$ cat src/design/hsu_pkg.sv
// Shared types and codes for the sequential Hopfield update block.
// No dependencies.
package hsu_pkg;

   localparam int MAX_NEURONS_DEF = 64;
   localparam int WEIGHT_BITS_DEF = 16;

   localparam logic [2:0] CMD_WR_WEIGHT = 3'd0;
   localparam logic [2:0] CMD_WR_BIT    = 3'd1;
   localparam logic [2:0] CMD_UPDATE    = 3'd2;
   localparam logic [2:0] CMD_SWEEP     = 3'd3;
   localparam logic [2:0] CMD_RD_BIT    = 3'd4;

   localparam logic [1:0] STAT_OK    = 2'd0;
   localparam logic [1:0] STAT_OOB   = 2'd1;
   localparam logic [1:0] STAT_LIMIT = 2'd2;

   typedef struct packed {
      logic shift;
      logic wr;
      logic wr_val;
      logic snap;
   } hsu_ctl_type;

endpackage

$ cat src/design/hsu_cell.sv
// One neuron cell: holds the neuron bit and its snapshot, passes the bit on.
// Depends on hsu_pkg.
module hsu_cell
   import hsu_pkg::*;
(
   input  logic        clock,
   input  logic        reset,
   input  hsu_ctl_type ctl,
   input  logic        sel,
   input  logic        active,
   input  logic        bit_in,
   output logic        bit_out,
   output logic        match
);

   logic bit_ff;
   logic snap_ff;

   always_ff @(posedge clock) begin
      if (reset) begin
         bit_ff <= 1'b1;
      end else if (ctl.shift) begin
         bit_ff <= bit_in;
      end else if (ctl.wr && sel) begin
         bit_ff <= ctl.wr_val;
      end
   end

   always_ff @(posedge clock) begin
      if (ctl.snap) begin
         snap_ff <= bit_ff;
      end
   end

   assign bit_out = bit_ff;
   assign match   = !active || (bit_ff == snap_ff);

endmodule

$ cat src/design/hsu_chain.sv
// Ring of neuron cells that rotates one place per cycle during an update.
// Depends on hsu_pkg and hsu_cell.
module hsu_chain
   import hsu_pkg::*;
#(
   parameter int MAX_NEURONS = MAX_NEURONS_DEF
) (
   input  logic                             clock,
   input  logic                             reset,
   input  hsu_ctl_type                      ctl,
   input  logic [$clog2(MAX_NEURONS)-1:0]   idx,
   input  logic [$clog2(MAX_NEURONS+1)-1:0] count,
   output logic                             head_bit,
   output logic                             sel_bit,
   output logic                             match_all
);

   localparam int IDX_W = $clog2(MAX_NEURONS);

   logic [MAX_NEURONS-1:0] bits;
   logic [MAX_NEURONS-1:0] match_vec;

   for (genvar k = 0; k < MAX_NEURONS; k++) begin : g_cell
      hsu_cell u_cell (
         .clock   (clock),
         .reset   (reset),
         .ctl     (ctl),
         .sel     (idx == IDX_W'(k)),
         .active  (32'(k) < 32'(count)),
         .bit_in  (bits[(k + 1) % MAX_NEURONS]),
         .bit_out (bits[k]),
         .match   (match_vec[k])
      );
   end

   assign head_bit  = bits[0];
   assign sel_bit   = bits[idx];
   assign match_all = &match_vec;

endmodule

$ cat config.mk
export PLATFORM = sky130hd
export DESIGN_NAME = hsu_chain
export DESIGN_NICKNAME = d
export VERILOG_FILES = /design/src/design/hsu_pkg.sv /design/src/design/hsu_cell.sv /design/src/design/hsu_chain.sv
export SDC_FILE = /design/constraint.sdc
export NUM_CORES = 1
export LEC_CHECK = 0
export BUFFER_PORTS_ARGS = -buffer_cell sky130_fd_sc_hd__buf_2
export CORE_MARGIN = 4
export CORE_UTILIZATION = 62
export DETAILED_ROUTE_END_ITERATION = 10
export GPL_TIMING_DRIVEN = 0
export HOLD_SLACK_MARGIN = 0.02
export PLACE_DENSITY = 0.84
export SYNTH_ARGS = -nofsm -noshare
export SYNTH_HDL_FRONTEND = slang
export SYNTH_SLANG_ARGS = --single-unit
$ cat constraint.sdc
create_clock -name clock -period 5.7 [get_ports clock]
set_clock_uncertainty 0.05 [all_clocks]
set_input_delay 0.855 -clock clock [delete_from_list [all_inputs] [get_ports clock]]
set_output_delay 0.855 -clock clock [all_outputs]
set_load 0.01 [all_outputs]
Yosys cells after proc, flatten, opt, wreduce, memory -nomap -nowiden
Cells that the tools add are included.
W data, S select, Z words.
- flip-flop bits (word level): 128
- bits in latches: 0
- bits in writable memories: 0
- memory bits (read-only): 0
- input bits: 19
- logic and storage cells: 708
- memories: 0
- $add $sub $neg: 0
- multiply operators: 0
- divide/modulo/power cells: 0
- $lt $le $gt $ge: 65
- eq/ne operators: 127
- shift operators: 0
- multiplexer cells: 130
- bitwise gates (word level): 0
- reduce and logical (&&, ||, !) cells: 258
- operators with widths (kind ; number):
    $lt A6 B7 Y1 const A ; 32
    $eq A6 B6 Y1 const B ; 32
    $mux W1 ; 129
    $reduce_bool A2 Y1 ; 64
    $lt A5 B7 Y1 const A ; 16
    $eq A6 B5 Y1 const B ; 16
    $eq A1 B1 Y1 ; 64
    $logic_and A1 B1 Y1 ; 64
    $logic_not A1 Y1 ; 64
    $logic_or A1 B1 Y1 ; 64
    $reduce_and A64 Y1 ; 1
    $lt A4 B7 Y1 const A ; 8
    $eq A6 B4 Y1 const B ; 8
    $lt A3 B7 Y1 const A ; 4
    $eq A6 B3 Y1 const B ; 4
    $lt A1 B7 Y1 const A ; 2
    $lt A2 B7 Y1 const A ; 2
    $eq A6 B2 Y1 const B ; 2
    $lt A6 B7 Y1 const B ; 1
    $bmux W1 S6 ; 1
    $eq A6 B1 Y1 const B ; 1
    $logic_not A6 Y1 ; 1

Longest topological paths before layout
- depth after elaboration: 4
- depth in mapped cells: 9

Modules after synthesis
Synthesis repeated with hierarchy kept, for this count alone.
- cell total of the unflattened synthesis: 916
- area, all modules: 8441.8 um^2
- modules (own cells, without submodules) (module ; instances ; cells each ; area an instance (um^2) ; sequential area each (um^2)):
    hsu_cell ; 64 ; 10 ; 106.4 ; 50.0
    hsu_chain ; 1 ; 276 ; 1635.3 ; 0.0

Least setup slack after synthesis
OpenSTA, ideal clock, no wires.
- kind: input to output
- from: input port idx[0]
- to: output port sel_bit
- data arrival time: 2.700 ns
- required time: 4.795 ns
- setup slack: 2.095 ns
- stages: 5
- buffers on the path: 2
- cell sequence: buf_2 buf_2 mux4_2 mux4_2 mux4_2
- word-level cells in the longest chain between the ends: 2
- ends and longest elaborated chain (what ; RTL line ; RTL):
    from (decl) ; hsu_chain.sv:11 ; input logic [$clog2(MAX_NEURONS)-1:0] idx,
    $bmux W1 S6 ; hsu_chain.sv:37 ; assign sel_bit = bits[idx];
    $mux W1 (not written as such) ; hsu_chain.sv:37 ;
    to (decl) ; hsu_chain.sv:14 ; output logic sel_bit,
No other way between the ends. The select of a mux whose other input is x is not followed.

Final worst setup path
- from: input port count[0]
- to: output port match_all
- word-level cells in the longest chain between the ends: 4
- elaborated cells on any way between the ends: 193
- those cells by class: order compare (64); reduce/logical (129)
- ends and longest elaborated chain (what ; RTL line ; RTL):
    from (decl) ; hsu_chain.sv:12 ; input logic [$clog2(MAX_NEURONS+1)-1:0] count,
    $lt A1 B7 Y1, or another cell as far along ; hsu_chain.sv:29 ; .active (32'(k) < 32'(count)),
    $logic_not A1 Y1 ; hsu_cell.sv:36 ; assign match = !active || (bit_ff == snap_ff);
    $logic_or A1 B1 Y1 ; hsu_cell.sv:36 ;
    $reduce_and A64 Y1 (*) ; hsu_chain.sv:38 ; assign match_all = &match_vec;
    to (decl) ; hsu_chain.sv:15 ; output logic match_all
Mark *: on every way between the ends. The rest lies on a longest branch, timed or not.

==> impl_metrics.env <==
export IMPL_outcome="finished clean"
export IMPL_firstDrtPassIters=6
export IMPL_groute_usage_overall_pct=34.4
export IMPL_p_leak_nw=2.90
export IMPL_r2r_start="g_cell[53].u_cell.bit_out"
export IMPL_finalHoldViolCount=0
export IMPL_hold_buffers=0
export IMPL_root_buffer="clkbuf_16"
export IMPL_synth_ff_type="edfxtp_1"
export IMPL_hold_path_startpoint="g_cell[1].u_cell.bit_out"
export IMPL_antenna_found_initial=0
export IMPL_numCtsBuffers=17
export IMPL_worst_setup_path_type="in2out"
export IMPL_finalSetupTns_ns=0
export IMPL_clock_sinks=128
export IMPL_cp_cell_sequence="clkbuf_1 > nor3_1 > a21oi_1 > nor4_1 > o221ai_1 > or3_1 > nor3_2 > buf_2"
export IMPL_peakVddDrop_mv=0.237
export IMPL_post_cts_buffers=0
export IMPL_io_pins=22
export IMPL_maxSlewHeadroom_pct=6.97
export IMPL_synthCells=702
export IMPL_setup_viol=0
export IMPL_cp_required_ns=4.80
export IMPL_final_cell_mix="nand2_1 (74), nor2_1 (72), a211o_1 (65), dfxtp_1 (64), edfxtp_1 (64)"
export IMPL_cap_viol_max_count=0
export IMPL_grt_max_degree=65
export IMPL_power_density_mw_per_mm2=318
export IMPL_vias=6088
export IMPL_cts_tree="built"
export IMPL_clock_latency_ns=0.43
export IMPL_rows=38
export IMPL_drc=0
export IMPL_cts_max_path_buffers=2
export IMPL_vias_per_cell=6.86
export IMPL_cp_start_kind="input pin"
export IMPL_worst_path_max_fanout=10
export IMPL_portBuffers=13
export IMPL_syn_area_per_cell_um2=10.1
export IMPL_rsz0062_at_grt="false"
export IMPL_dp_hpwl_mm=15.1
export IMPL_cts_resized=0
export IMPL_clk_pin_slew_ns=0.05
export IMPL_slowest_delay_ns=1.14
export IMPL_first_global_vias=5831
export IMPL_slew_violations=0
export IMPL_path_delay_family="simple AND/OR/NAND/NOR gates"
export IMPL_die_w_um=115
export IMPL_ys_warn_count=0
export IMPL_max_freq_mhz=199
export IMPL_final_fill_count=809
export IMPL_grt_pass1_wl_mm=33.4
export IMPL_grt_overflow_total=0
export IMPL_htree_levels=4
export IMPL_async_reset_ff_share_pct=0
export IMPL_floorplan_die_area_mm2=0.0133
export IMPL_worst_slew_pin_slew_ns=1.38
export IMPL_final_nets=754
export IMPL_synth_edf_count=64
export IMPL_die_h_um=115
export IMPL_diodes=0
export IMPL_synth_nets=721
export IMPL_ys_seq_area_share_pct=45.0
export IMPL_hold_path_class="reg2reg"
export IMPL_place_gp_congestion=1.03
export IMPL_synthDistinctLibCells=48
export IMPL_crit_arrival_ns=4.13
export IMPL_fin_crit_ns=5.03
export IMPL_path_buf_inv=2
export IMPL_layout_drive_gt1_share_pct=11.4
export IMPL_netlist_area_mm2=0.00712
export IMPL_yosys_register_bits=128
export IMPL_core_mm2=0.0110
export IMPL_slowest_stage="nor3_1"
export IMPL_drt_initial_drc_count=864
export IMPL_cp_end_kind="output port"
export IMPL_finalCritPeriodShare_pct=88.3
export IMPL_final_common_cell="nand2_1"
export IMPL_drt_total_wl_mm=21.8
export IMPL_start_util_pct=64.5
export IMPL_utilization_pct=72.2
export IMPL_critPathLaunch="count[0]"
export IMPL_area_growth_pct=11.9
export IMPL_post_drt_wl_per_cell_um=24.5
export IMPL_ant_nets=0
==> per-stage QoR <==
step	area (um^2)	total power, mW	hold WS (ns)	setup WS (ns)	cells
global route	7970	2.61	0.491	0.680	888
global placement	7360	1.41	0.468	0.897	855
floorplan	7120	1.30	0.433	2.09	702
CTS	7960	2.52	0.478	0.782	887
finish	7970	2.53	0.477	0.667	888
detailed placement	7360	1.42	0.472	0.850	855
==> cells in the mapped netlist, types with 4 or more instances <==
master | count | area [um^2]
xnor2_1 | 45 | 394
xor2_1 | 18 | 158
a211o_1 | 65 | 569
o22ai_1 | 6 | 37.5
mux4_2 | 21 | 473
mux2i_1 | 41 | 410
a21oi_1 | 60 | 300
edfxtp_1 | 64 | 1920
buf_2 | 5 | 25.0
nand2_1 | 74 | 278
nor2_1 | 72 | 270
nand2b_1 | 4 | 25.0
o21ai_0 | 36 | 180
dfxtp_1 | 64 | 1280
nand4_1 | 4 | 25.0
nand3_1 | 8 | 40.0
nor3_1 | 11 | 55.1
or2_2 | 7 | 43.8
clkbuf_1 | 46 | 173
nor4_1 | 6 | 37.5
==> power breakdown <==
| group | internal (mW) | total, mW | switching [mW] |
|---|---|---|---|
| Combinational | 0.134 | 0.327 | 0.192 |
| Clock | 0.721 | 1.12 | 0.397 |
| Sequential | 1.03 | 1.09 | 0.0608 |
| Total | 1.88 | 2.53 | 0.651 |
==> cell type report <==
type | count | area, um^2 | share of cell area, %
Sequential cell | 128 | 3200 | 40.2
Clock buffer | 18 | 429 | 5.39
Multi-Input combinational cell | 517 | 3670 | 46.1
Tap cell | 140 | 175 | 2.20
Clock inverter | 14 | 171 | 2.15
Buffer | 56 | 239 | 3.00
Timing Repair Buffer | 14 | 72.6 | 0.911
Inverter | 1 | 3.75 | 0.0471
==> registers in the layout, indices dropped and copies added (netlist names) <==
register / flops
g_cell.u_cell.bit_out: 64
g_cell.u_cell.snap_ff: 64
==> per-layer routing <==
layer	GRT usage (%)	vias up	share of wire, %
li1	-	2662	-
met1	45.2	2902	38
met2	51.4	434	44
met3	10.3	90	13
met4	18.1	0	5.1
met5	0	-	0
==> final timing paths <==
kind,depth (start not counted),slack [ns],to
setup reg to reg,3,4.64,g_cell[53].u_cell.bit_out
setup / recovery,8,0.67,match_all
hold / removal,0,0.48,g_cell[1].u_cell.snap_ff
hold reg to reg,0,0.48,g_cell[1].u_cell.snap_ff
==> logic make-up after synthesis <==
group	Yosys count	synth area share (%)
simple gates	209	14.3
flops	128	45.0
compound gates	183	17.1
buf+inv	57	3.41
mux	62	12.4
xor+xnor	63	7.75
Note: power is estimated with default switching activity, not from simulation.
